## src/rtl/bba_pkg.sv

```systemverilog
`timescale 1ns / 1ps
package bba_pkg;

    localparam int POOL_LOG2      = 20;
    localparam int MIN_BLOCK_LOG2 = 10;
    localparam int LEVELS         = POOL_LOG2 - MIN_BLOCK_LOG2;
    localparam int NODE_COUNT     = (1 << (LEVELS + 1)) - 1;
    localparam int INNER_COUNT    = (1 << LEVELS) - 1;
    localparam int NODE_W         = LEVELS + 1;
    localparam int LVL_W          = $clog2(LEVELS + 1);

    localparam logic [1:0] ST_OK        = 2'd0;
    localparam logic [1:0] ST_BAD_SIZE  = 2'd1;
    localparam logic [1:0] ST_NO_MEMORY = 2'd2;
    localparam logic [1:0] ST_BAD_FREE  = 2'd3;

    typedef struct packed {
        logic        action;
        logic [20:0] request_size;
        logic [19:0] block_offset;
    } bba_in_t;

    typedef struct packed {
        logic [1:0]  status;
        logic [19:0] result_offset;
    } bba_out_t;

    // Node state as held in memory: allocated and split bits
    typedef struct packed {
        logic alloc;
        logic split;
    } node_bits_t;

    // Memory access request from the sequencer
    typedef struct packed {
        logic              rd_en;
        logic [NODE_W-1:0] rd_addr;
        logic              wr_en;
        logic [NODE_W-1:0] wr_addr;
        node_bits_t        wr_data;
    } mem_req_t;

    typedef enum logic [3:0] {
        S_CLEAR,
        S_IDLE,
        S_A_SCAN,
        S_A_PAR,
        S_A_CHK,
        S_A_SPLIT,
        S_F_RD,
        S_F_CHK,
        S_M_RD,
        S_M_CHK,
        S_DONE
    } bba_state_t;

endpackage

```

## src/rtl/bba_ctrl.sv

```systemverilog
`timescale 1ns / 1ps
module bba_ctrl (
    input  logic                  aclk,
    input  logic                  aresetn,
    input  logic                  s_valid,
    output logic                  s_ready,
    input  bba_pkg::bba_in_t      s_data,
    output logic                  m_valid,
    input  logic                  m_ready,
    output bba_pkg::bba_out_t     m_data,
    output bba_pkg::mem_req_t     mreq,
    input  bba_pkg::node_bits_t   rd_data
);
    import bba_pkg::*;

    bba_state_t state_reg, state_next;
    logic [NODE_W-1:0] node_reg, node_next;    // node under test
    logic [LVL_W-1:0]  lvl_reg, lvl_next;      // current level
    logic [LVL_W-1:0]  tgt_reg, tgt_next;      // target level
    logic [19:0]       off_reg, off_next;
    logic              cand_reg, cand_next;    // node itself free and unsplit
    logic              out_valid_reg, out_valid_next;
    bba_out_t          res_reg, res_next;      // result being built
    bba_out_t          out_reg, out_next;

    logic [NODE_W-1:0] parent;
    logic [NODE_W-1:0] sib;
    logic [NODE_W-1:0] lvl_first;
    logic [NODE_W-1:0] lvl_end;
    logic [NODE_W-1:0] tgt_first;
    logic [LVL_W-1:0]  tgt_calc;
    logic              off_aligned;
    logic [NODE_W-1:0] free_node;
    logic [19:0]       alloc_off;

    assign parent    = (node_reg - 1'b1) >> 1;
    assign sib       = node_reg[0] ? node_reg + 1'b1 : node_reg - 1'b1;
    assign lvl_first = NODE_W'((1 << lvl_reg) - 1);
    assign lvl_end   = NODE_W'((2 << lvl_reg) - 1);
    assign tgt_first = NODE_W'((1 << tgt_reg) - 1);
    assign alloc_off = 20'(32'(node_reg - tgt_first) << (POOL_LOG2 - tgt_reg));
    assign off_aligned = (32'(off_reg) & ((32'd1 << (POOL_LOG2 - lvl_reg)) - 1)) == 0;
    assign free_node = NODE_W'(lvl_first + NODE_W'(off_reg >> (POOL_LOG2 - lvl_reg)));

    // target level from size: smallest block that holds it
    always_comb begin
        tgt_calc = LVL_W'(LEVELS);
        for (int k = LEVELS; k > 0; k--) begin
            if ((33'd1 << (POOL_LOG2 - k)) < 33'(s_data.request_size)) begin
                if (tgt_calc == LVL_W'(k)) tgt_calc = LVL_W'(k - 1);
            end
        end
    end

    // next state and datapath
    always_comb begin
        state_next = state_reg;
        node_next = node_reg;
        lvl_next = lvl_reg;
        tgt_next = tgt_reg;
        off_next = off_reg;
        cand_next = cand_reg;
        out_valid_next = out_valid_reg;
        res_next = res_reg;
        out_next = out_reg;
        if (out_valid_reg && m_ready) out_valid_next = 1'b0;
        unique case (state_reg)
            S_CLEAR: begin
                if (node_reg == NODE_W'(NODE_COUNT - 1)) state_next = S_IDLE;
                node_next = node_reg + 1'b1;
            end
            S_IDLE: begin
                if (s_valid) begin
                    off_next = s_data.block_offset;
                    res_next = '0;
                    if (!s_data.action) begin
                        if (s_data.request_size == 0 ||
                            s_data.request_size > 21'(1 << POOL_LOG2)) begin
                            res_next.status = ST_BAD_SIZE;
                            state_next = S_DONE;
                        end else begin
                            tgt_next = tgt_calc;
                            lvl_next = tgt_calc;
                            node_next = NODE_W'((1 << tgt_calc) - 1);
                            state_next = S_A_SCAN;
                        end
                    end else begin
                        lvl_next = LVL_W'(LEVELS);
                        state_next = S_F_RD;
                    end
                end
            end
            // node read issued; check it, then its parent
            S_A_SCAN: state_next = S_A_PAR;
            S_A_PAR: begin
                cand_next = !rd_data.alloc && !rd_data.split;
                state_next = S_A_CHK;
            end
            S_A_CHK: begin
                if (cand_reg && (node_reg == 0 || rd_data.split)) begin
                    if (lvl_reg == tgt_reg) begin
                        res_next.result_offset = alloc_off;
                        state_next = S_DONE;
                    end else begin
                        state_next = S_A_SPLIT;
                    end
                end else if (node_reg + 1'b1 < lvl_end) begin
                    node_next = node_reg + 1'b1;
                    state_next = S_A_SCAN;
                end else if (lvl_reg == 0) begin
                    res_next.status = ST_NO_MEMORY;
                    state_next = S_DONE;
                end else begin
                    lvl_next = lvl_reg - 1'b1;
                    node_next = NODE_W'((1 << (lvl_reg - 1'b1)) - 1);
                    state_next = S_A_SCAN;
                end
            end
            // mark split, walk left; allocate at target
            S_A_SPLIT: begin
                if (lvl_reg == tgt_reg) begin
                    res_next.result_offset = alloc_off;
                    state_next = S_DONE;
                end else begin
                    node_next = {node_reg[NODE_W-2:0], 1'b1};
                    lvl_next = lvl_reg + 1'b1;
                end
            end
            S_F_RD: begin
                if (!off_aligned) begin
                    if (lvl_reg == 0) begin
                        res_next.status = ST_BAD_FREE;
                        state_next = S_DONE;
                    end else begin
                        lvl_next = lvl_reg - 1'b1;
                    end
                end else begin
                    node_next = free_node;
                    state_next = S_F_CHK;
                end
            end
            S_F_CHK: begin
                if (rd_data.alloc) begin
                    state_next = (node_reg == 0) ? S_DONE : S_M_RD;
                end else if (lvl_reg == 0) begin
                    res_next.status = ST_BAD_FREE;
                    state_next = S_DONE;
                end else begin
                    lvl_next = lvl_reg - 1'b1;
                    state_next = S_F_RD;
                end
            end
            S_M_RD: state_next = S_M_CHK;
            S_M_CHK: begin
                if (rd_data.alloc || rd_data.split) begin
                    state_next = S_DONE;
                end else begin
                    node_next = parent;
                    state_next = (parent == 0) ? S_DONE : S_M_RD;
                end
            end
            // hand the result to the output register once it is free
            S_DONE: begin
                if (!out_valid_reg || m_ready) begin
                    out_valid_next = 1'b1;
                    out_next = res_reg;
                    state_next = S_IDLE;
                end
            end
            default: state_next = S_IDLE;
        endcase
    end

    // memory requests and handshake outputs
    always_comb begin
        mreq = '0;
        s_ready = 1'b0;
        unique case (state_reg)
            S_CLEAR: begin
                mreq.wr_en = 1'b1;
                mreq.wr_addr = node_reg;
            end
            S_IDLE: s_ready = 1'b1;
            S_A_SCAN: begin
                mreq.rd_en = 1'b1;
                mreq.rd_addr = node_reg;
            end
            S_A_PAR: begin
                mreq.rd_en = 1'b1;
                mreq.rd_addr = parent;
            end
            S_A_CHK: begin
                if (cand_reg && (node_reg == 0 || rd_data.split) && lvl_reg == tgt_reg) begin
                    mreq.wr_en = 1'b1;
                    mreq.wr_addr = node_reg;
                    mreq.wr_data = '{alloc: 1'b1, split: 1'b0};
                end
            end
            S_A_SPLIT: begin
                mreq.wr_en = 1'b1;
                mreq.wr_addr = node_reg;
                mreq.wr_data = (lvl_reg == tgt_reg) ? node_bits_t'{alloc: 1'b1, split: 1'b0}
                                                    : node_bits_t'{alloc: 1'b0, split: 1'b1};
            end
            S_F_RD: begin
                mreq.rd_en = off_aligned;
                mreq.rd_addr = free_node;
            end
            S_F_CHK: begin
                if (rd_data.alloc) begin
                    mreq.wr_en = 1'b1;
                    mreq.wr_addr = node_reg;
                    mreq.wr_data = '{alloc: 1'b0, split: 1'b0};
                end
            end
            S_M_RD: begin
                mreq.rd_en = 1'b1;
                mreq.rd_addr = sib;
            end
            S_M_CHK: begin
                if (!(rd_data.alloc || rd_data.split)) begin
                    mreq.wr_en = 1'b1;
                    mreq.wr_addr = parent;
                    mreq.wr_data = '{alloc: 1'b0, split: 1'b0};
                end
            end
            S_DONE: ;
            default: ;
        endcase
    end

    always_ff @(posedge aclk) begin
        if (!aresetn) begin
            state_reg <= S_CLEAR;
            node_reg <= '0;
            out_valid_reg <= 1'b0;
        end else begin
            state_reg <= state_next;
            node_reg <= node_next;
            out_valid_reg <= out_valid_next;
        end
        lvl_reg <= lvl_next;
        tgt_reg <= tgt_next;
        off_reg <= off_next;
        cand_reg <= cand_next;
        res_reg <= res_next;
        out_reg <= out_next;
    end

    assign m_valid = out_valid_reg;
    assign m_data = out_reg;

`ifndef ASSERT_OFF
    a_no_accept_in_clear: assert property (@(posedge aclk) disable iff (!aresetn)
        state_reg == S_CLEAR |-> !s_ready) else $error("accept during clear");
    a_out_held: assert property (@(posedge aclk) disable iff (!aresetn)
        m_valid && !m_ready |=> m_valid && $stable(m_data)) else $error("word dropped");
    a_no_rw_clash: assert property (@(posedge aclk) disable iff (!aresetn)
        !(mreq.rd_en && mreq.wr_en)) else $error("read and write together");
    a_ok_offset: assert property (@(posedge aclk) disable iff (!aresetn)
        m_valid && m_data.status != ST_OK |-> m_data.result_offset == 0)
        else $error("offset on failure");
`endif

endmodule

```

## config.mk

```make
export PLATFORM = sky130hd
export DESIGN_NAME = bba_ctrl
export DESIGN_NICKNAME = d
export VERILOG_FILES = /design/src/rtl/bba_pkg.sv /design/src/rtl/bba_ctrl.sv
export SDC_FILE = /design/constraint.sdc
export NUM_CORES = 1
export LEC_CHECK = 0
export CAP_MARGIN = 20
export CORE_MARGIN = 2
export CORE_UTILIZATION = 50
export CTS_CLUSTER_SIZE = 16
export DETAILED_ROUTE_END_ITERATION = 16
export DONT_BUFFER_PORTS = 1
export GPL_ROUTABILITY_DRIVEN = 0
export PLACE_DENSITY = 0.68
export SYNTH_ARGS = -nofsm -noshare
export SYNTH_HDL_FRONTEND = slang
export SYNTH_SLANG_ARGS = --single-unit
```

## constraint.sdc

```tcl
create_clock -name aclk -period 5.9 [get_ports aclk]
set_input_delay 0.295 -clock aclk [delete_from_list [all_inputs] [get_ports aclk]]
set_output_delay 0.295 -clock aclk [all_outputs]
set_load 0.05 [all_outputs]
```

==> results of run 1 <==
area by class of cell:
cell class,instances,share of cell area [%]
well taps,270,3.06
clock buffers,9,2.04
flip-flops and latches,89,22.8
repair buffers,40,3.77
clock inverters,7,0.647
inverters,68,2.35
multi-input cells,1100,65.3
kinds of logic after synthesis:
family | count (synthesis) | synth area share [%]
fa+ha+maj | 67 | 8.29
buf+inv | 158 | 5.96
flops | 89 | 24.4
simple gates | 499 | 23.3
compound gates | 429 | 27.6
xor+xnor | 61 | 5.26
mux | 44 | 5.18
cell usage after synthesis, drive strengths merged (22+ instances only):
| cell | number | share of area, % |
|---|---|---|
| inv | 65 | 2.4 |
| clkbuf | 70 | 2.6 |
| o21ai | 112 | 5.4 |
| nor2 | 114 | 4.2 |
| nor4 | 23 | 1.5 |
| mux2i | 33 | 3.2 |
| xnor2 | 41 | 3.6 |
| edfxtp | 73 | 21 |
| nand2 | 152 | 5.5 |
| o211ai | 22 | 1.6 |
| a21oi | 91 | 4.4 |
| nand3 | 46 | 2.3 |
| nor3 | 52 | 2.5 |
| a211oi | 24 | 1.8 |
| ha | 65 | 7.9 |
metrics by stage:
step           worst slack (ps)  util (%)  hold WS, ps  area (µm²)
6_report                    503      54.5         21.2       11000
5_1_grt                    87.3      54.5         11.4       11000
4_1_cts                     193      54.2         16.0       11000
3_5_place_dp                587      52.7          394       10700
3_3_place_gp                744      52.7          394       10700
2_1_floorplan              73.0         -          394       10300
critical path: stages (launching register included):
cell and delay, ps:
edfxtp_1 390, inv_1 210, ha_1 340, ha_1 320
clkinvlp_4 280, mux4_2 570, nand2_1 100, a32oi_1 120
ha_1 310, inv_1 60, fa_1 470, a21o_1 190
a21oi_1 190, o21ai_0 160, a2111oi_2 410, nor3_1 80
nand3b_1 250, nand2_2 140, buf_12 140
metal layers:
layer,global-route usage (%),up-vias,share of wire (%)
met3,5.90,82,11
met4,10.3,0,3.4
met1,43.4,5010,42
li1,-,4993,-
met2,45.4,674,43
met5,0,-,0
power breakdown:
part / internal (mW) / switching [mW] / total (mW)
clock: 0.299 / 0.304 / 0.604
sequential: 0.674 / 0.00546 / 0.679
combinational: 0.0345 / 0.0752 / 0.110
worst min-delay path by stage:
stage                     slack, ps  cells past startpoint     endpoint
final                            20                      0   off_reg[5]
after global routing             10                      0  off_reg[15]
after CTS                        20                      0  off_reg[18]
after detailed placement        390                      0   off_reg[8]
after global placement          390                      0   off_reg[5]
after floorplan                 390                      0   off_reg[0]
==> key figures, run 1 <==
Clock tree
  • Skew-Pair Late Insertion Delay: 360 ps
  • CTS max path bufs: 2
  • Clock-pin slew on the worst setup and hold paths: 80 ps
  • CTS tree: built
  • Clock sink count: 89
  • Cts hold-fix bufs: 0
  • CTS Buf Count: 9
  • Root buf cell: clkbuf_16
  • Cts repair resizes: 0
  • Setup bufs post-CTS: 0
  • H-tree lvl count: 3

Setup path
  • CP Capture Point: mreq[23]
  • Worst path required time: 5610 ps
  • Setup crit start: lvl_reg[0]
  • R2r setup slk: 870 ps
  • Worst flop-to-flop path startpoint: lvl_reg[0]
  • CP Capture Type: output pin
  • CP Launch Type: flip-flop
  • Maximum fanout along the worst path: 16
  • R2R depth: 19
  • R2R Path End: node_reg[9]
  • Setup CP Type: reg -> out
  • WP data arrival: 5100 ps

Hold path
  • Worst min path class: in -> reg
  • Hold path start: s_data[5]

Route
  • DRT iter0 DRCs: 1238
  • Residual DRC count: 0
  • Antenna Nets Post-Route: 0
  • Drt pass-1 iters: 8
  • DR vias: 10.8k
  • Total routed wirelength: 33200 µm
  • Vias per Instance: 6.80
  • Routed wire per std cell: 21.0 µm

Die
  • Core area: 0.0202 mm²
  • Starting Density: 50.9%
  • Std cell rows: 52
  • Die extent in y: 147 µm
  • Die ar.: 0.0218 mm²
  • I/O pin cnt: 98
  • Die Wd: 147 µm

Status
  • Outcome: finished, final reports clean

Yosys
  • Asr flop ratio synth: 0%
  • Seq/Total Area, Yosys: 24.4%
  • Number of enable flip-flop cells after synthesis: 73
  • Synth warnings: 0
  • Mean Syn Cell Area: 7.64 µm²
  • Post-Syn Area: 0.0103 mm²
  • Net Count, Synth: 1462
  • Yosys reg bits: 89
  • Mapped Cells: 1347
  • Post-synth top flop: edfxtp_1
  • Netlist cell types: 82

Timing
  • Fmax: 185 MHz
  • Actual slew at the worst max-slew pin: 1130 ps
  • Max-slew violation count: 0
  • Hold Violations, Final: 0
  • Relative slew slack: 24.9%
  • Period minus WS final: 5400 ps
  • Setup violations, final: 0
  • RSZ-0062 raised after global routing: no
  • Final period utilization: 91.5%
  • Post-route setup TNS: 0 ps
  • Max Clock Skew: 17.2 ps

Power and ir drop
  • Pleak: 4.03 nW
  • Pwr Total: 1.39 mW
  • Power density cells: 126 mW/mm²
  • VDD IR-drop max: 121 µV

Finish
  • Most common cell after layout, fill and taps aside: nand2_1
  • Commonest cells after routing, fill and taps aside: nand2_1 (151), nor2_1 (113), o21ai_0 (102)
  • Fillers: 1919
  • Final Non-Filler Cells: 1583
  • Final nets: 1423
  • Sequential cell area: 0.00251 mm²
  • Antenna cells: 0
  • P&R area growth vs syn: 7.10%
  • Area of the multi-input gates: 0.00720 mm²
  • Share of post-route cells with drive strength above 1: 7.31%

Flow run
  • Max cap viols: 0

Global route
  • GRT Total Usage: 30.2%
  • Wire length of the first global-routing pass: 53000 µm
  • Largest net degree at the start of global routing: 41
  • Vias in the first global route: 9698
  • Initial antenna violation count: 0
  • Overflow after GRT: 0

Place
  • Dpl hpwl: 24800 µm
  • Placed Instances: 1565
  • PortBufs: 0
No activity file was read; power rests on OpenSTA's default activity.
==> run 2: changes to the inputs <==
--- a/config.mk
+++ b/config.mk
@@ -5,6 +5,7 @@
 export SDC_FILE = /design/constraint.sdc
 export NUM_CORES = 1
 export LEC_CHECK = 0
+export ABC_AREA = 1
 export CAP_MARGIN = 20
 export CORE_MARGIN = 2
 export CORE_UTILIZATION = 50
==> run 2 against run 1 <==
  * Clock skew about the same
  * Area after synthesis down 4.1%
  * Worst setup slack better by 9.8 ps
==> key figures, run 2 <==
Route
  • DRT iter0 DRCs: 1075 (-13%)
  • Total routed wirelength: 30600 µm (-8.0%)
  • Routed wire per std cell: 17.1 µm (-19%)
  • Antenna Nets Post-Route: 0 (unchanged)
  • DR vias: 10.4k (-3.5%)
  • Drt pass-1 iters: 5 (-3)
  • Vias per Instance: 5.80 (-15%)
  • Residual DRC count: 0 (unchanged)

Setup path
  • CP Cell Sequence: buf_4, inv_2, ha_1, inv_1, mux2i_1, nand2_1, o21ai_0, nand2_1, a32oi_1, ha_1, inv_1, ha_1, fa_1, inv_1, o31ai_1, inv_1, nor2_1, o21ai_0, nand2_1, o21ai_0, o211ai_1, buf_4
  • Worst path max stage delay: 510 ps (-60 ps)
  • Worst flop-to-flop path startpoint: lvl_reg[0]
  • CP Launch Type: flip-flop
  • Worst path required time: 5610 ps (about the same)
  • Maximum fanout along the worst path: 28 (+12)
  • Most used cell, CP: inv_1
  • Setup CP Type: reg -> out
  • R2r setup slk: 860 ps (about the same)
  • WP data arrival: 5090 ps (about the same)
  • Top delay family on crit path: buffers and inverters
  • Critical Path Stages: 22 (+4)
  • CP Capture Type: output pin
  • Slowest CP cell: inv_1
  • CP Buf/Inv Count: 7 (+3)
  • R2R depth: 25 (+6)
  • Setup crit start: lvl_reg[0]

Timing
  • Max Clock Skew: 17.7 ps (+0.453 ps)
  • Final period utilization: 91.3% (-0.17 points)
  • Relative slew slack: 24.2% (-0.78 points)
  • Hold Violations, Final: 0 (unchanged)
  • Post-route setup TNS: 0 ps (unchanged)
  • Actual slew at the worst max-slew pin: 1130 ps (+3.99 ps)
  • Fmax: 186 MHz (+0.18%)
  • Period minus WS final: 5390 ps (-9.84 ps)
  • RSZ-0062 raised after global routing: no
  • Max-slew violation count: 0 (unchanged)
  • Setup violations, final: 0 (unchanged)

Place
  • PortBufs: 0 (unchanged)
  • Dpl hpwl: 23900 µm (-3.4%)

Power and ir drop
  • Register share of total power: 15.7% (-33 points)
  • Combinational share of power: 75.9% (+68 points)
  • VDD IR-drop max: 484 µV (+300%)
  • Cell-internal power: 2.92 mW (+190%)
  • Pleak: 4.83 nW (+20%)
  • Pwr Total: 7.06 mW (+410%)
  • Clock power frac: 8.4% (-35 points)
  • Power density cells: 678 mW/mm² (+440%)
  • Switching Fraction: 58.7% (+31 points)
  • Switching power: 4.14 mW (+970%)

Finish
  • Final nets: 1634 (+15%)
  • P&R area growth vs syn: 5.46%
  • Commonest cells after routing, fill and taps aside: nand2_1 (397), inv_1 (201), nor2_1 (176)
  • Most common cell after layout, fill and taps aside: nand2_1
  • Antenna cells: 0 (unchanged)
  • Share of post-route cells with drive strength above 1: 5.77% (-1.5 points)

Yosys
  • Post-synth top flop: edfxtp_1
  • Top cells by instance count after synthesis: nand2_1 (397), inv_1 (201), nor2_1 (179)
  • Number of enable flip-flop cells after synthesis: 73 (unchanged)
  • Netlist cell types: 54 (-34%)
  • Mapped Cells: 1538 (+14%)
  • Area leader, netlist: edfxtp_1
  • Most common cell in the netlist: nand2_1
  • Synth warnings: 0 (unchanged)
  • Net Count, Synth: 1653 (+13%)
  • Post-Syn Area: 0.00987 mm² (-4.1%)
  • Yosys reg bits: 89 (unchanged)
  • Mean Syn Cell Area: 6.42 µm² (-16%)
  • Seq/Total Area, Yosys: 25.5% (+1.1 points)
  • Largest cells by area after synthesis: edfxtp_1 (22%), nand2_1 (15%), ha_1 (8.2%), inv_1 (7.6%), nor2_1 (6.8%)
  • Synth top area share: 22.2% (+0.92 points)
  • Asr flop ratio synth: 0% (unchanged)

Die
  • Die Wd: 144 µm (-2.0%)
  • Core area: 0.0194 mm² (-4.1%)
  • Die ar.: 0.0209 mm² (-4.0%)
  • Std cell rows: 51 (-1.9%)
  • Starting Density: 50.9% (about the same)
  • Die extent in y: 144 µm (-2.0%)
  • I/O pin cnt: 98 (unchanged)

Hold path
  • Hold path start: s_data[0]
  • Worst min path class: in -> reg
  • Hold Path Depth: 0 (unchanged)

Global route
  • GRT Total Usage: 29.5% (-0.71 points)
  • Met3 usage: 5.60% (-0.30 points)
  • GR Util met2: 45.9% (+0.50 points)
  • Wire length of the first global-routing pass: 48000 µm (-9.4%)
  • Initial antenna violation count: 0 (unchanged)
  • Largest net degree at the start of global routing: 33 (-20%)
  • Vias in the first global route: 9302 (-4.1%)
  • Met1 Usage GRT: 39.5% (-3.9 points)
  • Overflow after GRT: 0 (unchanged)
  • Busiest grt layer: met2

Clock tree
  • Cts hold-fix bufs: 0 (unchanged)
  • Setup bufs post-CTS: 0 (unchanged)
  • Cts repair resizes: 0 (unchanged)
  • Clock-pin slew on the worst setup and hold paths: 80 ps (about the same)
  • CTS max path bufs: 2 (unchanged)
  • Root buf cell: clkbuf_16
  • CTS Buf Count: 9 (unchanged)
  • Clock sink count: 89 (unchanged)
  • H-tree lvl count: 3 (unchanged)
  • Skew-Pair Late Insertion Delay: 370 ps (about the same)
  • CTS tree: built

Flow run
  • Max cap viols: 0 (unchanged)

Status
  • Outcome: finished, final reports clean
run 2: changes by cell type in the layout (fill, tap and decap cells not counted), sizes merged, moves of 27 or more:
cell,previous run,this run
mux2i,33,6
buf,40,13
nor2,114,188
inv,68,210
xnor2,41,8
nand3,46,123
nand2,152,413
run 2: layer usage:
metal,share of wire [%],wire (µm)
met1,44,13400
met2,42,13000
met3,8.8,2700
met4,4.8,1470
met5,0,0
run 2: final timing paths:
path | to
hold / removal | off_reg[0]
setup / recovery | mreq[21]
hold reg to reg | m_data[20]
setup reg to reg | node_reg[7]
run 2: through the flow:
step                      hold WS (ps)  utilization (%)  setup WS (ps)  instances  instance area [µm²]
after CTS                         9.37             53.6            567       1788                10400
after detailed placement           394             52.0            952       1772                10100
final                             15.0             53.7            513       1789                10400
after global routing              5.57             53.7           99.0       1789                10400
after floorplan                    394                -            898       1538                 9870
after global placement             394             52.0           1060       1771                10100
run 2: cell families (layout without fill, tap and decap cells):
group           Yosys count  after routing  share of synthesized area, %
buf+inv                 256            242                          10.3
flops                    89             89                          25.5
xor+xnor                 36             36                          3.19
mux                       6              6                         0.609
fa+ha+maj                67             67                          8.65
simple gates            797            797                          34.9
compound gates          287            287                          16.9
run 2: final cells by class:
| type | count | area (µm²) |
|---|---|---|
| multi-input combinational | 1193 | 6350 |
| tap | 265 | 332 |
| clock buffer | 9 | 225 |
| timing repair buffer | 13 | 113 |
| clock inverter | 7 | 73.8 |
| inverter | 213 | 800 |
| sequential | 89 | 2510 |
| fill | 1998 | 8990 |
run 2: power groups by stage:
stage | Combinational, mW | Clock (mW) | Sequential, mW
after CTS | 5.24 | 0.597 | 1.11
after detailed placement | 5.21 | 0 | 1.12
final | 5.36 | 0.591 | 1.11
after global routing | 6.01 | 0.616 | 1.13
after global placement | 5.14 | 0 | 1.12
after floorplan | 4.22 | 0 | 1.05
==> run 3: changes to the inputs <==
==> constraint.sdc (replaced) <==
create_clock -name aclk -period 4.85 [get_ports aclk]
set_input_delay 0.2425 -clock aclk [delete_from_list [all_inputs] [get_ports aclk]]
set_output_delay 0.2425 -clock aclk [all_outputs]
set_load 0.05 [all_outputs]
==> run 3 against run 2 <==
  * Clock skew fell by 0.63 ps
  * Sequential cell count unchanged
  * Sequential power up 22%
  * Clock-buffer cell count unchanged
  * Worst setup slack lost 250 ps
  * Via count up 1.7%
  * Worst hold slack gained 1.7 ps
  * Routed wire length grew 0.89%
  * Critical path depth is 1 lower
  * Cell count is 2.4% higher
  * Critical endpoint unchanged
==> key figures, run 3 (same netlist as run 2, synthesis figures left out) <==
Status
  • Outcome: finished, final reports clean

Finish
  • Fillers: 1974 (-1.2%)
  • Sequential cell area: 0.00251 mm² (unchanged)
  • Fin util: 56.0% (+2.4 points)
  • Most common cell after layout, fill and taps aside: nand2_1
  • Final nets: 1677 (+2.6%)
  • Area of the multi-input gates: 0.00638 mm² (+0.41%)
  • Final Non-Filler Cells: 1832 (+2.4%)
  • Share of post-route cells with drive strength above 1: 7.47% (+1.7 points)
  • Commonest cells after routing, fill and taps aside: nand2_1 (397), inv_1 (199), nor2_1 (175)
  • Antenna cells: 0 (unchanged)
  • P&R area growth vs syn: 10.2%

Timing
  • Setup violations, final: 0 (unchanged)
  • Min Hold Slack: 16.7 ps (+1.70 ps)
  • Post-route setup TNS: 0 ps (unchanged)
  • Relative slew slack: 25.1% (+0.92 points)
  • Max Clock Skew: 17.1 ps (-0.627 ps)
  • Final period utilization: 94.6%
  • Period minus WS final: 4590 ps
  • Fmax: 218 MHz
  • Hold Violations, Final: 0 (unchanged)
  • Actual slew at the worst max-slew pin: 1140 ps (+7.08 ps)
  • Max-slew violation count: 0 (unchanged)

Route
  • DR vias: 10.6k (+1.7%)
  • Routed wire per std cell: 16.8 µm (-1.5%)
  • Vias per Instance: 5.76 (-0.66%)
  • Antenna Nets Post-Route: 0 (unchanged)
  • Total routed wirelength: 30800 µm (+0.89%)
  • DRT iter0 DRCs: 1107 (+3.0%)
  • Drt pass-1 iters: 6 (+1)
  • Residual DRC count: 0 (unchanged)

Clock tree
  • CTS Buf Count: 9 (unchanged)
  • Skew-Pair Late Insertion Delay: 360 ps (about the same)
  • H-tree lvl count: 3 (unchanged)
  • Root buf cell: clkbuf_16
  • Clock-pin slew on the worst setup and hold paths: 70 ps (about the same)
  • CTS tree: built
  • CTS max path bufs: 2 (unchanged)
  • Clock sink count: 89 (unchanged)

Setup path
  • WP data arrival: 4350 ps (-740 ps)
  • Worst path required time: 4610 ps (-1000 ps)
  • R2R Path End: node_reg[7]
  • Setup CP Type: reg -> out
  • CP Launch Type: flip-flop
  • CP Capture Type: output pin
  • Worst flop-to-flop path startpoint: lvl_reg[1]
  • R2R depth: 24 (-4.0%)
  • Maximum fanout along the worst path: 11 (-61%)
  • R2r setup slk: 550 ps (-310 ps)

Die
  • Core area: 0.0194 mm² (unchanged)
  • Die ar.: 0.0209 mm² (unchanged)
  • I/O pin cnt: 98 (unchanged)
  • Die extent in y: 144 µm (unchanged)
  • Starting Density: 50.9% (unchanged)
  • Std cell rows: 51 (unchanged)
  • Die Wd: 144 µm (unchanged)

Power and ir drop
  • Register share of total power: 15.2% (-0.5 points)
  • Switching power: 5.11 mW (+24%)
  • Pwr Total: 8.85 mW (+25%)
  • VDD IR-drop max: 469 µV (-3.1%)
  • Switching Fraction: 57.8% (-0.84 points)
  • Cell-internal power: 3.73 mW (+28%)
  • Clock power frac: 8.0% (-0.4 points)
  • Combinational share of power: 76.8% (+0.9 points)
  • Power density cells: 814 mW/mm² (+20%)
  • Pleak: 5.03 nW (+4.1%)

Place
  • PortBufs: 0 (unchanged)
  • Placed Instances: 1792 (+1.1%)
  • Dpl hpwl: 24100 µm (+0.79%)

Global route
  • GRT Total Usage: 29.3% (-0.18 points)
  • Busiest grt layer: met2
  • Overflow after GRT: 0 (unchanged)
  • Met3 usage: 4.37% (-1.2 points)
  • Initial antenna violation count: 0 (unchanged)
  • Largest net degree at the start of global routing: 33 (unchanged)
  • Wire length of the first global-routing pass: 48100 µm (+0.13%)
  • GR Util met2: 44.3% (-1.7 points)
  • Met1 Usage GRT: 41.1% (+1.6 points)
  • Vias in the first global route: 9364 (+0.67%)

Hold path
  • Hold endpoint: node_reg[6]
  • Hold Path Depth: 2 (+2)
  • Hold path start: aresetn
  • Worst min path class: in -> reg

Flow run
  • Max cap viols: 0 (unchanged)
## run 3: cell count changes in the layout (fill, tap and decap cells not counted), sizes merged
| cell | before | now |
|---|---|---|
| buf | 13 | 35 |
| clkinvlp | 2 | 5 |
| inv | 210 | 208 |
| dlygate4sd3 | 0 | 20 |
## run 3: timing repair
item	4_1_cts	5_1_grt
setup endpoints to repair	0	6
hold endpoints to repair	20	0
hold buffers	20	0
resized for setup	0	11
buffers inserted	0	2
## run 3: power groups by stage
stage | registers, mW | clock network [mW] | logic [mW]
final | 1.35 | 0.708 | 6.79
after global routing | 1.37 | 0.752 | 7.62
after CTS | 1.34 | 0.720 | 6.56
after detailed placement | 1.36 | 0 | 6.50
after global placement | 1.35 | 0 | 6.43
after floorplan | 1.27 | 0 | 5.14
## run 3: how the worst max path moves through the flow
stage                     from          end  slack [ps]  cells past startpoint
floorplan           lvl_reg[0]     mreq[21]          60                     24
global placement    lvl_reg[1]  node_reg[7]         600                     23
detailed placement  lvl_reg[1]  node_reg[7]         430                     23
CTS                 lvl_reg[1]     mreq[21]         120                     20
global route        lvl_reg[1]     mreq[21]         -20                     21
finish              lvl_reg[1]     mreq[21]         260                     21
## run 3: area by class of cell
class                      count  share of cell area [%]
sequential                    89                    23.1
timing repair buffer          55                    4.89
timing repair inverter         1                  0.0691
tap                          265                    3.05
clock buffer                   9                    2.07
multi-input combinational   1193                    58.7
inverter                     213                    7.45
clock inverter                 7                   0.679
## run 3: critical path: stages (launching register included)
cell,delay [ps]
edfxtp_1,420
inv_1,100
ha_1,370
clkinvlp_4,240
buf_4,240
o21ai_0,230
nor2_1,90
a32oi_1,230
ha_1,270
inv_1,60
ha_1,170
fa_1,220
inv_1,60
o31ai_2,330
inv_1,80
nor2_1,120
o21ai_0,90
nand2_1,90
a21oi_1,60
o21ai_1,160
o211ai_1,150
buf_4,210
## run 3: per-stage QoR
stage / cell area (µm²) / setup WS (ps)
finish: 10900 / 262
detailed placement: 10300 / 434
global placement: 10300 / 597
CTS: 10800 / 124
floorplan: 9880 / 64.0
global route: 10900 / -21.0
## run 3: layer usage
metal  wire (µm)  vias up
met3        2570       94
met1       13700     4759
li1            -     5189
met5           0        -
met2       13200      516
met4        1410        0
